**config.mk**
```make
export PLATFORM = sky130hd
export DESIGN_NAME = serial_alphanumeric_display_controller
export DESIGN_NICKNAME = d
export VERILOG_FILES = /design/src/rtl/core/sadc_pkg.sv /design/src/rtl/core/sadc_ctrl.sv /design/src/rtl/core/sadc_digit_ram.sv /design/src/rtl/core/serial_alphanumeric_display_controller.sv
export VERILOG_INCLUDE_DIRS = /design/src /design/src/rtl/core
export SDC_FILE = /design/constraint.sdc
export NUM_CORES = 1
export LEC_CHECK = 0
export BUFFER_PORTS_ARGS = -buffer_cell sky130_fd_sc_hd__buf_2
export CORE_MARGIN = 8
export CORE_UTILIZATION = 35
export DETAILED_ROUTE_END_ITERATION = 10
export PLACE_DENSITY = 0.5
export SYNTH_ARGS = -nofsm -noshare
export SYNTH_HDL_FRONTEND = slang
export SYNTH_SLANG_ARGS = --single-unit
```
**constraint.sdc**
```tcl
create_clock -name clk -period 4.45 [get_ports clk]
set_clock_uncertainty 0.15 [all_clocks]
set_input_delay 0.89 -clock clk [delete_from_list [all_inputs] [get_ports clk]]
set_output_delay 0.89 -clock clk [all_outputs]
set_load 0.1 [all_outputs]
```
**src/rtl/core/serial_alphanumeric_display_controller_assert.svh**
```systemverilog
// ---------------------------------------------------------------------------
// Assertion macros for the serial alphanumeric display controller
// Shared concurrent assertion forms, all disabled while in reset.
// ---------------------------------------------------------------------------
`ifndef SERIAL_ALPHANUMERIC_DISPLAY_CONTROLLER_ASSERT_SVH
`define SERIAL_ALPHANUMERIC_DISPLAY_CONTROLLER_ASSERT_SVH

// condition holds whenever out of reset
`define SADC_ASSERT_ALWAYS(label, clk, rst_n, cond) \
  label: assert property (@(posedge clk) disable iff (!rst_n) (cond)) \
    else $error("assertion failed");

// antecedent implies consequent in the same cycle
`define SADC_ASSERT_IMPL(label, clk, rst_n, ante, cons) \
  label: assert property (@(posedge clk) disable iff (!rst_n) (ante) |-> (cons)) \
    else $error("assertion failed");

// antecedent implies consequent in the next cycle
`define SADC_ASSERT_NEXT(label, clk, rst_n, ante, cons) \
  label: assert property (@(posedge clk) disable iff (!rst_n) (ante) |=> (cons)) \
    else $error("assertion failed");

`endif

```
**src/rtl/core/sadc_pkg.sv**
```systemverilog
// ---------------------------------------------------------------------------
// sadc_pkg
// Types, codes and the segment table of the display controller.
// ---------------------------------------------------------------------------
`timescale 1ns / 1ps

package sadc_pkg;

  localparam int NUM_DIGITS = 16;

  // commands
  typedef enum logic [1:0] {
    CMD_ENABLE = 2'd0,
    CMD_PINS   = 2'd1,
    CMD_BYTE   = 2'd2,
    CMD_NOP    = 2'd3
  } sadc_cmd_t;

  // byte classes by the top three bits
  localparam logic [2:0] TOP_INTENSITY = 3'b111;
  localparam logic [2:0] TOP_CURSOR    = 3'b101;
  localparam logic [2:0] TOP_DIGITS    = 3'b110;
  localparam logic [2:0] TOP_TEST      = 3'b100;

  localparam logic [5:0] CODE_SPACE  = 6'h20;
  localparam logic [5:0] CODE_PERIOD = 6'h2E;
  localparam logic [5:0] CODE_COMMA  = 6'h2C;
  localparam logic [7:0] DOT_NONE    = 8'h00;

  localparam logic [3:0] CURSOR_RESET = 4'd15;
  localparam logic [4:0] DIGITS_MAX   = 5'(NUM_DIGITS);

  typedef struct packed {
    logic [1:0] cmd;
    logic       level;
    logic [7:0] data;
    logic [3:0] read_index;
  } sadc_in_t;

  typedef struct packed {
    logic [5:0]  char_code;
    logic [7:0]  dot_comma;
    logic [15:0] segments;
    logic [4:0]  intensity;
    logic [4:0]  digit_count;
    logic [3:0]  cursor;
    logic        enabled;
  } sadc_out_t;

  // settings after an item's update
  typedef struct packed {
    logic       enabled;
    logic [3:0] cursor;
    logic [4:0] digit_count;
    logic [4:0] intensity;
  } sadc_status_t;

  // digit memory access for one item
  typedef struct packed {
    logic       clear_all;
    logic       code_we;
    logic       dot_we;
    logic [3:0] wr_addr;
    logic [5:0] wr_code;
    logic [7:0] wr_dot;
    logic       rd_en;
    logic [3:0] rd_addr;
  } sadc_mem_req_t;

  // 16-segment pattern of a character code
  function automatic logic [15:0] sadc_seg(input logic [5:0] code);
    logic [15:0] s;
    case (code)
      6'd0:  s = 16'h507F; 6'd1:  s = 16'h44CF; 6'd2:  s = 16'h153F; 6'd3:  s = 16'h00F3;
      6'd4:  s = 16'h113F; 6'd5:  s = 16'h40F3; 6'd6:  s = 16'h40C3; 6'd7:  s = 16'h04FB;
      6'd8:  s = 16'h44CC; 6'd9:  s = 16'h1133; 6'd10: s = 16'h007C; 6'd11: s = 16'h4AC0;
      6'd12: s = 16'h00F0; 6'd13: s = 16'h82CC; 6'd14: s = 16'h88CC; 6'd15: s = 16'h00FF;
      6'd16: s = 16'h44C7; 6'd17: s = 16'h08FF; 6'd18: s = 16'h4CC7; 6'd19: s = 16'h44BB;
      6'd20: s = 16'h1103; 6'd21: s = 16'h00FC; 6'd22: s = 16'h22C0; 6'd23: s = 16'h28CC;
      6'd24: s = 16'hAA00; 6'd25: s = 16'h9200; 6'd26: s = 16'h2233; 6'd27: s = 16'h00E1;
      6'd28: s = 16'h8800; 6'd29: s = 16'h001E; 6'd30: s = 16'h2800; 6'd31: s = 16'h0030;
      6'd32: s = 16'h0000; 6'd33: s = 16'h8121; 6'd34: s = 16'h0180; 6'd35: s = 16'h553C;
      6'd36: s = 16'h11BB; 6'd37: s = 16'h7799; 6'd38: s = 16'hC979; 6'd39: s = 16'h0200;
      6'd40: s = 16'h0A00; 6'd41: s = 16'hA000; 6'd42: s = 16'hFF00; 6'd43: s = 16'h5500;
      6'd44: s = 16'h0000; 6'd45: s = 16'h4400; 6'd46: s = 16'h0000; 6'd47: s = 16'h2200;
      6'd48: s = 16'h22FF; 6'd49: s = 16'h1100; 6'd50: s = 16'h4477; 6'd51: s = 16'h443F;
      6'd52: s = 16'h448C; 6'd53: s = 16'h44BB; 6'd54: s = 16'h44FB; 6'd55: s = 16'h000F;
      6'd56: s = 16'h44FF; 6'd57: s = 16'h44BF; 6'd58: s = 16'h0021; 6'd59: s = 16'h2001;
      6'd60: s = 16'h4430; 6'd61: s = 16'h4430; 6'd62: s = 16'h0312; 6'd63: s = 16'h1407;
      default: s = 16'h0000;
    endcase
    return s;
  endfunction

endpackage

```
**src/rtl/core/sadc_ctrl.sv**
```systemverilog
// ---------------------------------------------------------------------------
// sadc_ctrl
// Command decode, serial shifter and settings registers; issues digit
// memory writes and the read-out access for every transfer.
// ---------------------------------------------------------------------------
`timescale 1ns / 1ps

module sadc_ctrl
  import sadc_pkg::*;
(
  input  logic          clk,
  input  logic          rst_n,
  input  logic          in_fire,
  input  sadc_in_t      in_item,
  output sadc_mem_req_t mem_req,
  output sadc_status_t  status
);

  logic       enable_r,   enable_nxt;
  logic       last_clk_r, last_clk_nxt;
  logic [7:0] shift_r,    shift_nxt;
  logic [2:0] bit_cnt_r,  bit_cnt_nxt;
  logic [3:0] cursor_r,   cursor_nxt;
  logic [4:0] digits_r,   digits_nxt;
  logic [4:0] bright_r,   bright_nxt;

  logic       byte_go;
  logic [7:0] byte_val;
  logic       pin_bit;
  logic [5:0] char_code;

  // next state and memory request
  always_comb begin
    enable_nxt   = enable_r;
    last_clk_nxt = last_clk_r;
    shift_nxt    = shift_r;
    bit_cnt_nxt  = bit_cnt_r;
    cursor_nxt   = cursor_r;
    digits_nxt   = digits_r;
    bright_nxt   = bright_r;
    byte_go      = 1'b0;
    byte_val     = in_item.data;
    pin_bit      = (in_item.data != 8'd0);
    char_code    = in_item.data[5:0];
    mem_req      = '0;
    mem_req.rd_en   = in_fire;
    mem_req.rd_addr = in_item.read_index;

    if (in_fire) begin
      case (sadc_cmd_t'(in_item.cmd))
        CMD_ENABLE: begin
          // falling enable clears the whole display
          if (!in_item.level && enable_r) begin
            mem_req.clear_all = 1'b1;
            last_clk_nxt = 1'b0;
            shift_nxt    = 8'd0;
            bit_cnt_nxt  = 3'd0;
            cursor_nxt   = CURSOR_RESET;
            digits_nxt   = DIGITS_MAX;
            bright_nxt   = 5'd0;
          end
          enable_nxt = in_item.level;
        end
        CMD_PINS: begin
          // shift on falling clock pin, MSB first
          if (enable_r && last_clk_r && !in_item.level) begin
            shift_nxt = {shift_r[6:0], pin_bit};
            if (bit_cnt_r == 3'd7) begin
              byte_go     = 1'b1;
              byte_val    = {shift_r[6:0], pin_bit};
              shift_nxt   = 8'd0;
              bit_cnt_nxt = 3'd0;
            end else begin
              bit_cnt_nxt = bit_cnt_r + 3'd1;
            end
          end
          last_clk_nxt = in_item.level;
        end
        CMD_BYTE: begin
          byte_go = enable_r;
        end
        default: ;
      endcase
    end

    // byte decode
    if (byte_go) begin
      case (byte_val[7:5])
        TOP_INTENSITY: bright_nxt = byte_val[4:0];
        TOP_CURSOR:    cursor_nxt = byte_val[3:0];
        TOP_DIGITS: begin
          if (byte_val[4:0] == 5'd0 || byte_val[4:0] > DIGITS_MAX) begin
            digits_nxt = DIGITS_MAX;
          end else begin
            digits_nxt = byte_val[4:0];
          end
        end
        TOP_TEST: ;
        default: begin
          char_code = (byte_val[5:0] == 6'd0) ? CODE_SPACE : byte_val[5:0];
          if (char_code == CODE_PERIOD || char_code == CODE_COMMA) begin
            // attach to current digit, cursor stays
            mem_req.dot_we  = 1'b1;
            mem_req.wr_addr = cursor_r;
            mem_req.wr_dot  = {2'b00, char_code};
          end else begin
            // advance and store, clearing any dot
            cursor_nxt      = cursor_r + 4'd1;
            mem_req.code_we = 1'b1;
            mem_req.dot_we  = 1'b1;
            mem_req.wr_addr = cursor_r + 4'd1;
            mem_req.wr_code = char_code;
            mem_req.wr_dot  = DOT_NONE;
          end
        end
      endcase
    end

    status.enabled     = enable_nxt;
    status.cursor      = cursor_nxt;
    status.digit_count = digits_nxt;
    status.intensity   = bright_nxt;
  end

  // settings registers
  always_ff @(posedge clk) begin
    if (!rst_n) begin
      enable_r   <= 1'b0;
      last_clk_r <= 1'b0;
      shift_r    <= 8'd0;
      bit_cnt_r  <= 3'd0;
      cursor_r   <= CURSOR_RESET;
      digits_r   <= DIGITS_MAX;
      bright_r   <= 5'd0;
    end else begin
      enable_r   <= enable_nxt;
      last_clk_r <= last_clk_nxt;
      shift_r    <= shift_nxt;
      bit_cnt_r  <= bit_cnt_nxt;
      cursor_r   <= cursor_nxt;
      digits_r   <= digits_nxt;
      bright_r   <= bright_nxt;
    end
  end

endmodule

```
**src/rtl/core/sadc_digit_ram.sv**
```systemverilog
// ---------------------------------------------------------------------------
// sadc_digit_ram
// Digit store: character and dot memories with registered read,
// per-entry valid bits for the space reset value, and write forwarding.
// ---------------------------------------------------------------------------
`timescale 1ns / 1ps

module sadc_digit_ram
  import sadc_pkg::*;
(
  input  logic          clk,
  input  logic          rst_n,
  input  sadc_mem_req_t req,
  output logic [5:0]    rd_code,
  output logic [7:0]    rd_dot
);

  `include "serial_alphanumeric_display_controller_assert.svh"

  logic [5:0] code_mem [NUM_DIGITS];
  logic [7:0] dot_mem  [NUM_DIGITS];

  logic [NUM_DIGITS-1:0] code_vld_r, code_vld_nxt;
  logic [NUM_DIGITS-1:0] dot_vld_r,  dot_vld_nxt;

  logic [5:0] code_q_r, code_wd_r;
  logic [7:0] dot_q_r,  dot_wd_r;
  logic       code_byp_r, code_ok_r;
  logic       dot_byp_r,  dot_ok_r;

  // valid bits: clear on display reset, set on write
  always_comb begin
    code_vld_nxt = code_vld_r;
    dot_vld_nxt  = dot_vld_r;
    if (req.clear_all) begin
      code_vld_nxt = '0;
      dot_vld_nxt  = '0;
    end
    if (req.code_we) code_vld_nxt[req.wr_addr] = 1'b1;
    if (req.dot_we)  dot_vld_nxt[req.wr_addr]  = 1'b1;
  end

  always_ff @(posedge clk) begin
    if (!rst_n) begin
      code_vld_r <= '0;
      dot_vld_r  <= '0;
    end else begin
      code_vld_r <= code_vld_nxt;
      dot_vld_r  <= dot_vld_nxt;
    end
  end

  // memory write and registered read
  always_ff @(posedge clk) begin
    if (req.code_we) code_mem[req.wr_addr] <= req.wr_code;
    if (req.dot_we)  dot_mem[req.wr_addr]  <= req.wr_dot;
    if (req.rd_en) begin
      code_q_r   <= code_mem[req.rd_addr];
      dot_q_r    <= dot_mem[req.rd_addr];
      code_wd_r  <= req.wr_code;
      dot_wd_r   <= req.wr_dot;
      code_byp_r <= req.code_we && (req.wr_addr == req.rd_addr);
      dot_byp_r  <= req.dot_we && (req.wr_addr == req.rd_addr);
      code_ok_r  <= code_vld_nxt[req.rd_addr];
      dot_ok_r   <= dot_vld_nxt[req.rd_addr];
    end
  end

  // forward same-cycle write, unwritten entries read as reset value
  assign rd_code = code_byp_r ? code_wd_r : (code_ok_r ? code_q_r : CODE_SPACE);
  assign rd_dot  = dot_byp_r  ? dot_wd_r  : (dot_ok_r  ? dot_q_r  : DOT_NONE);

  `SADC_ASSERT_IMPL(a_char_clears_dot, clk, rst_n, req.code_we, req.dot_we)
  `SADC_ASSERT_IMPL(a_clear_no_write, clk, rst_n, req.clear_all, !req.dot_we)
  `SADC_ASSERT_NEXT(a_clear_reads_blank, clk, rst_n, req.rd_en && req.clear_all,
                    rd_code == CODE_SPACE && rd_dot == DOT_NONE)

endmodule

```
**src/rtl/core/serial_alphanumeric_display_controller.sv**
```systemverilog
// ---------------------------------------------------------------------------
// serial_alphanumeric_display_controller
// 16-digit alphanumeric display controller: serial or byte commands update
// the digit memory and settings, each transfer returns one digit read-out.
// ---------------------------------------------------------------------------
// Result path: the digit memory read register, then segment lookup into
//   the output register.
// Throughput: one item per cycle while out_ready holds, set by the single
//   digit memory read issued with every transfer.
// Reset: rst_n synchronous, active low; settings return to defaults and all
//   digit entries are marked unwritten at once, reading as blank.
`timescale 1ns / 1ps

module serial_alphanumeric_display_controller
  import sadc_pkg::*;
(
  input  logic      clk,
  input  logic      rst_n,
  input  logic      in_valid,
  output logic      in_ready,
  input  sadc_in_t  in_item,
  output logic      out_valid,
  input  logic      out_ready,
  output sadc_out_t out_item
);

  `include "serial_alphanumeric_display_controller_assert.svh"

  logic          in_fire;
  logic          s1_adv;
  logic          s1_valid_r;
  sadc_status_t  s1_stat_r;
  sadc_status_t  status;
  sadc_mem_req_t mem_req;
  logic [5:0]    rd_code;
  logic [7:0]    rd_dot;
  logic          out_valid_r;
  sadc_out_t     out_item_r;

  // handshake: read stage moves on when output register is empty or being read
  assign s1_adv   = !out_valid_r || out_ready;
  assign in_ready = !s1_valid_r || s1_adv;
  assign in_fire  = in_valid && in_ready;

  sadc_ctrl u_ctrl (
    .clk     (clk),
    .rst_n   (rst_n),
    .in_fire (in_fire),
    .in_item (in_item),
    .mem_req (mem_req),
    .status  (status)
  );

  sadc_digit_ram u_ram (
    .clk     (clk),
    .rst_n   (rst_n),
    .req     (mem_req),
    .rd_code (rd_code),
    .rd_dot  (rd_dot)
  );

  // read stage control
  always_ff @(posedge clk) begin
    if (!rst_n) begin
      s1_valid_r <= 1'b0;
    end else if (in_fire) begin
      s1_valid_r <= 1'b1;
    end else if (s1_adv) begin
      s1_valid_r <= 1'b0;
    end
  end

  always_ff @(posedge clk) begin
    if (in_fire) s1_stat_r <= status;
  end

  // output register
  always_ff @(posedge clk) begin
    if (!rst_n) begin
      out_valid_r <= 1'b0;
    end else if (s1_valid_r && s1_adv) begin
      out_valid_r <= 1'b1;
    end else if (out_ready) begin
      out_valid_r <= 1'b0;
    end
  end

  always_ff @(posedge clk) begin
    if (s1_valid_r && s1_adv) begin
      out_item_r.char_code   <= rd_code;
      out_item_r.dot_comma   <= rd_dot;
      out_item_r.segments    <= sadc_seg(rd_code);
      out_item_r.intensity   <= s1_stat_r.intensity;
      out_item_r.digit_count <= s1_stat_r.digit_count;
      out_item_r.cursor      <= s1_stat_r.cursor;
      out_item_r.enabled     <= s1_stat_r.enabled;
    end
  end

  assign out_valid = out_valid_r;
  assign out_item  = out_item_r;

  `SADC_ASSERT_NEXT(a_fire_fills_s1, clk, rst_n, in_fire, s1_valid_r)
  `SADC_ASSERT_NEXT(a_s1_drains, clk, rst_n, s1_valid_r && !out_valid_r, out_valid_r)
  `SADC_ASSERT_IMPL(a_stall_blocks_in, clk, rst_n, s1_valid_r && !s1_adv, !in_ready)
  `SADC_ASSERT_IMPL(a_digits_range, clk, rst_n, out_valid_r,
                    out_item_r.digit_count != 5'd0 && out_item_r.digit_count <= DIGITS_MAX)

endmodule
```
Yosys cells after proc, flatten, opt, wreduce, memory -nomap -nowiden
Memory sizes are Yosys's and may differ from the RTL's. A register that Yosys moved wholly into a read port is not among the register bits.
Index checks and enable logic that the tools add are counted.
W data, S select, Z words.
{"block": "op_classes", "order_cmp": 4, "n_addsub": 2, "bitwise": 2, "mux": 69, "n_reduce_logical": 26, "eq_ne": 12}
{"op": "$mux W16", "count": 4}
{"op": "$mux W5", "count": 11}
{"op": "$mux W8", "count": 6}
{"op": "$mux W20", "count": 2}
{"op": "$or A16 B16 Y16", "count": 2}
{"op": "$mux W6", "count": 5}
{"op": "$mux W4", "count": 6}
{"op": "$mux W1", "count": 21}
{"op": "$mux W7", "count": 3}
{"op": "$eq A3 B3 Y1 const B", "count": 5}
{"op": "$pmux W7 S2", "count": 1}
{"op": "$eq A6 B6 Y1 const B", "count": 2}
{"op": "$lt A4 B5 Y1 const B", "count": 2}
{"op": "$mux W3", "count": 3}
{"op": "$bmux W1 S4", "count": 2}
{"op": "$logic_and A1 B1 Y1", "count": 8}
{"op": "$pmux W4 S2", "count": 1}
{"op": "$reduce_bool A8 Y1", "count": 1}
{"op": "$logic_not A6 Y1", "count": 1}
{"op": "$pmux W3 S2", "count": 1}
{"op": "$reduce_bool A2 Y1", "count": 3}
{"op": "$gt A5 B5 Y1 const B", "count": 1}
{"op": "$logic_not A5 Y1", "count": 1}
{"op": "$add A4 B1 Y4 const B", "count": 1}
{"op": "other kinds (15)", "count": 22}
{"block": "word_totals", "inputBits": 19, "regBits": 122, "mem_bits_ro": 1024, "mem_count": 3, "mem_bits_rw": 224, "wordCells": 145, "output_inout_bits": 47}
{"name": "(name not given)", "depth": 64, "word_bits": 16, "rd": 1, "rd_ports_with_merged_regs": 1, "wr": 0, "line_no": "sadc_pkg.sv:73", "rtl": "case (code)"}
{"name": "u_ram.dot_mem", "depth": 16, "word_bits": 8, "rd": 1, "rd_ports_with_merged_regs": 1, "wr": 1, "line_no": "sadc_digit_ram.sv:21", "rtl": "logic [7:0] dot_mem [NUM_DIGITS];"}
{"name": "u_ram.code_mem", "depth": 16, "word_bits": 6, "rd": 1, "rd_ports_with_merged_regs": 1, "wr": 1, "line_no": "sadc_digit_ram.sv:20", "rtl": "logic [5:0] code_mem [NUM_DIGITS];"}

Depth between registers and ports, before layout
{"block": "depth", "ltp_word": 20, "mapped_depth": 13, "depth_no_buf": 11}

Hierarchy
A second synthesis with hierarchy kept.
{"block": "hier_totals", "cells_unflattened": 1126, "area_unflattened_um2": 16618.4}
{"mod": "sadc_digit_ram", "area_each_um2": 11320.9, "seq_area_each_um2": 8328.0, "n_inst": 1, "cells_per_inst": 594}
{"mod": "serial_alphanumeric_display_controller", "area_each_um2": 3321.9, "seq_area_each_um2": 1841.8, "n_inst": 1, "cells_per_inst": 289}
{"mod": "sadc_ctrl", "area_each_um2": 1975.6, "seq_area_each_um2": 520.5, "n_inst": 1, "cells_per_inst": 243}

Worst setup path before layout
Ideal clock, no wire load.
{"block": "synth_timing", "kind": "input -> register", "startpoint": "input out_ready", "endpoint": "register out_item_r (netlist bit out_item[0]) (enable)", "t_arrival_ns": 4.069, "t_required_ns": 3.792, "path_stages": 2, "n_path_buf": 0, "setup_slack_ns": -0.278, "setup_time_ns": 0.508, "path_cell_list": "inv_1 > a21boi_0"}
{"block": "synth_via", "elab_chain_cells": 2}
{"item": "start: declaration", "line_no": "serial_alphanumeric_display_controller.sv:23", "rtl": "input logic out_ready,"}
{"item": "$logic_or A1 B1 Y1", "line_no": "serial_alphanumeric_display_controller.sv:41", "rtl": "assign s1_adv = !out_valid_r || out_ready;"}
{"item": "$logic_and A1 B1 Y1", "line_no": "serial_alphanumeric_display_controller.sv:89", "rtl": "if (s1_valid_r && s1_adv) begin"}
{"item": "end: declaration", "line_no": "serial_alphanumeric_display_controller.sv:38", "rtl": "sadc_out_t out_item_r;"}
No other way between the ends.
A chain may end at the register's enable or synchronous reset.

Final worst setup path
{"block": "layout_timing", "startpoint": "register u_ctrl.bit_cnt_r[0]", "endpoint": "register u_ram.dot_ok_r, data pin"}
{"block": "layout_via", "elab_chain_cells": 20, "word_cells_on_any_way": 31, "classes_between": "order compare: 2; eq/ne: 7; mux: 17; bitwise: 1; reduce/logical: 4"}
{"item": "start: declaration", "line_no": "sadc_ctrl.sv:22", "rtl": "logic [2:0] bit_cnt_r, bit_cnt_nxt;"}
{"item": "start signal: assignment", "line_no": "sadc_ctrl.sv:139", "rtl": "bit_cnt_r <= bit_cnt_nxt;"}
{"item": "$eq A3 B3 Y1 *", "line_no": "sadc_ctrl.sv:68", "rtl": "if (bit_cnt_r == 3'd7) begin"}
{"item": "$mux W8", "line_no": "sadc_ctrl.sv:68"}
{"item": "$mux W8", "line_no": "sadc_ctrl.sv:66", "rtl": "if (enable_r && last_clk_r && !in_item.level) begin"}
{"item": "$mux W8", "line_no": "sadc_ctrl.sv:50", "rtl": "case (sadc_cmd_t'(in_item.cmd))"}
{"item": "$mux W8", "line_no": "sadc_ctrl.sv:49", "rtl": "if (in_fire) begin"}
{"item": "$logic_not A6 Y1", "line_no": "sadc_ctrl.sv:100", "rtl": "char_code = (byte_val[5:0] == 6'd0) ? CODE_SPACE : byte_val[5:0];"}
{"item": "$mux W6", "line_no": "sadc_ctrl.sv:100"}
{"item": "$eq A6 B6 Y1", "line_no": "sadc_ctrl.sv:101", "rtl": "if (char_code == CODE_PERIOD || char_code == CODE_COMMA) begin"}
{"item": "[4 not listed]"}
{"item": "$lt A4 B5 Y1 (not written as such) / $ge A4 B1 Y1 (equally long branches)", "line_no": "sadc_digit_ram.sv:40", "rtl": "if (req.dot_we) dot_vld_nxt[req.wr_addr] = 1'b1;"}
{"item": "$logic_and A1 B1 Y1 (not written as such)", "line_no": "sadc_digit_ram.sv:40"}
{"item": "$mux W1 (not written as such)", "line_no": "sadc_digit_ram.sv:40"}
{"item": "$demux W1 S4"}
{"item": "$or A16 B16 Y16 (no source line)"}
{"item": "$mux W16 *", "line_no": "sadc_digit_ram.sv:40"}
{"item": "$bmux W1 S4 *", "line_no": "sadc_digit_ram.sv:65", "rtl": "dot_ok_r <= dot_vld_nxt[req.rd_addr];"}
{"item": "$mux W1 (not written as such) *", "line_no": "sadc_digit_ram.sv:65"}
{"item": "end signal: assignment", "line_no": "sadc_digit_ram.sv:65"}
{"item": "end: declaration", "line_no": "sadc_digit_ram.sv:29", "rtl": "logic dot_byp_r, dot_ok_r;"}
Every way passes the cells marked *; elsewhere a longest branch is shown, timed or not. The select of a mux whose other input is x is not followed.

==> qor.txt <==
Sequential share of power: 48.1%
Register cell area after layout: 9550 µm²
Max_cap viols: 0
Multi-input logic area: 5120 µm²
Die area: 49500 µm²
Synth Cell Area: 14900 µm²
Placed cell area: 16200 µm²
Library cells used by synthesis: 72
Fin Hold WS: 263 ps
Total negative slack: 0 ps
Clock root cell: clkbuf_16
Fin crit share: 83.4%
Starting Density: 35.5%
Internal power: 5.49 mW
Worst Path Class, Setup: flip-flop to flip-flop
Sw Ratio: 23.5%
Post-route cell area: 17500 µm²
Clock share of power: 44.8%
Comb pwr share: 7.1%
CTS resizes: 0
Pre-antenna DRT Iters: 5
Final Hold Vio Count: 0
Worst EP arrival: 3880 ps
Syn Inst Count: 1099
Avg Cell Area, Syn: 13.6 µm²
Synth async-reset ratio: 0%
RSZ-0062 raised after global routing: no
Syn. warnings: 0
I/O pins: 66
Initial antenna violation count: 0
PortBufs: 63
Clock slew at reported path FFs: 60 ps
Nets: 1256
CTS tree: built
# setup viols final: 0
PD cells: 411 nW/µm²
Cts bufs inserted: 39
GP Congestion: 0.884
Setup Buffers After CTS: 0
Row Count: 75
Iter 0 DRT Violations: 821
Final count of pins violating max slew: 0
Nature of the critical path startpoint: flip-flop
Largest net degree at the start of global routing: 69
Number of global-route vias before repair: 9656
Routed vias: 9493
Worst endpoint required time: 4620 ps
Leak Pwr: 6.52 nW
Synth top area share: 56.0%
Status: finished, final reports clean
WL per Instance: 20.9 µm
Layout cells sized above 1: 20.6%
Core Box Area: 42000 µm²
Area delta synth->final: 17.2%
Synth Flop Type: edfxtp_1
Clk sinks: 338
Largest area contributor in the netlist: edfxtp_1
Max VDD drop: 328 µV
Layout fillers: 3892
Via/cell ratio: 5.31
Global-route usage over all layers: 15.1%
Antenna Nets Post-Route: 0
Die W: 222 µm
First-pass GRT wire length: 58900 µm
DRC: 0
Area contributors post-synth: edfxtp_1 56%, mux4_2 9.7%, dfxtp_1 8.1%, nor2_1 2.4%, a21oi_1 2.3%
Min-Delay Path Class: flip-flop to flip-flop
Routed wire length: 37300 µm
CP endpoint kind: flip-flop
ANT cells: 0
Worst skew pair latency: 550 ps
Max-slew headroom: 21.0%
Crit path max fanout: 19
Tmin final: 3710 ps
Yosys reg bits: 338
CTS H-Tree Depth: 2
Clock Path Buffers: 3
Die H: 222 µm
Highest clock rate: 269 MHz
Post-synthesis sequential area ratio: 64.1%
R2R Setup Slk: 740 ps
Worst slew pin tran: 1180 ps
EDFF count, synth: 278
Post-CTS Hold Buffers: 0
Global route overflow: 0
DP HPWL: 24800 µm
NetSw: 1.69 mW
-- power by group through the flow --
stage / logic (mW) / registers (mW) / clock network (mW)
6_report: 0.512 / 3.45 / 3.22
5_1_grt: 0.547 / 3.46 / 3.44
4_1_cts: 0.513 / 3.45 / 3.32
3_5_place_dp: 0.513 / 3.52 / 0
3_3_place_gp: 0.512 / 3.52 / 0
2_1_floorplan: 0.248 / 3.65 / 0
-- registers in the layout (all words and copies together), names as in the netlist, 6 cells and up --
name	flops
out_item	43
s1_stat_r	15
u_ram.code_q_r	6
u_ram.dot_vld_r	16
u_ram.code_vld_r	16
u_ram.dot_wd_r	6
u_ram.dot_q_r	6
u_ram.code_wd_r	6
u_ram.dot_mem	96
u_ctrl.shift_r	7
u_ram.code_mem	96
-- routing by layer --
layer  routed length, µm  global-route usage (%)  vias to the layer above
met2               18300                    25.4                      244
met4                1010                    5.16                        0
li1                    -                       -                     4431
met3                1480                    2.13                       54
met5                   0                       0                        -
met1               16500                    19.8                     4764
-- final timing paths --
path | from | cells after the start | endpoint
min | s1_stat_r[14]$_DFFE_PN_ | 0 | out_item[0]$_DFFE_PP_
max | u_ctrl.bit_cnt_r[0]$_SDFFE_PN0P_ | 12 | u_ram.dot_ok_r$_DFFE_PN_
min reg2reg | s1_stat_r[14]$_DFFE_PN_ | 0 | out_item[0]$_DFFE_PP_
max reg2reg | u_ctrl.bit_cnt_r[0]$_SDFFE_PN0P_ | 12 | u_ram.dot_ok_r$_DFFE_PN_
-- worst max-delay path: stages, from the launching register on --
cell      delay, ps
dfxtp_1         340
ha_1            150
ha_1            170
and4b_1         270
nand4_2         240
mux2i_2         280
buf_4           280
nor4_2           90
a31oi_4         310
o21ai_1         140
mux4_2          480
a2111o_1        420
and3_1          150
-- through the flow --
step	worst slack [ps]	power, mW	utilization, %	cells
5_1_grt	535	7.44	41.6	1788
4_1_cts	743	7.29	41.6	1788
3_3_place_gp	409	4.03	38.5	1716
3_5_place_dp	367	4.03	38.5	1716
6_report	739	7.19	41.6	1788
2_1_floorplan	23.5	3.90	-	1134
-- cell families (layout without fill, tap and decap cells) --
family / count (synthesis) / after routing / share of synthesized area (%)
and+or+nand+nor: 317 / 317 / 9.93
muxes: 88 / 88 / 11.3
xor gates and xnor gates: 10 / 10 / 0.588
other: 1 / 36 / 0.0252
DFF: 338 / 338 / 64.1
buffers and inverters: 99 / 214 / 2.63
AOI/OAI and AO/OA: 227 / 227 / 9.84
adders and majority gates: 19 / 19 / 1.59
-- cell usage after synthesis, drive strengths merged, types with 18 or more instances --
master / count
a21oi: 70
a31oi: 24
and2: 27
buf: 18
clkbuf: 54
dfxtp: 60
edfxtp: 278
ha: 19
inv: 25
mux2i: 20
mux4: 64
nand2: 93
nand3: 33
nor2: 98
nor3: 20
o21ai: 45
-- cell type report --
class,count,area share (%)
sequential,338,54.7
tap,539,3.86
multi-input combinational,697,29.3
clock inverter,23,1.60
inverter,27,0.580
clock buffer,49,5.80
timing repair buffer,115,4.20
-- cells in the final DEF, fill, tap and decap left out, drive strengths merged, types with 9 or more instances in the layout --
master | synthesis | final
clkbuf | 54 | 49
mux2i | 20 | 20
mux4 | 64 | 64
edfxtp | 278 | 278
o21ai | 45 | 45
clkinv | 2 | 17
o211ai | 9 | 9
a22oi | 9 | 9
a211oi | 11 | 11
nand2 | 93 | 93
nand3 | 33 | 33
nor2 | 98 | 98
nor3 | 20 | 20
and2 | 27 | 27
inv | 25 | 26
a31oi | 24 | 24
dfxtp | 60 | 60
a21oi | 70 | 70
conb | 1 | 36
ha | 19 | 19
buf | 18 | 115
Note: power is estimated with default switching activity, not from simulation.
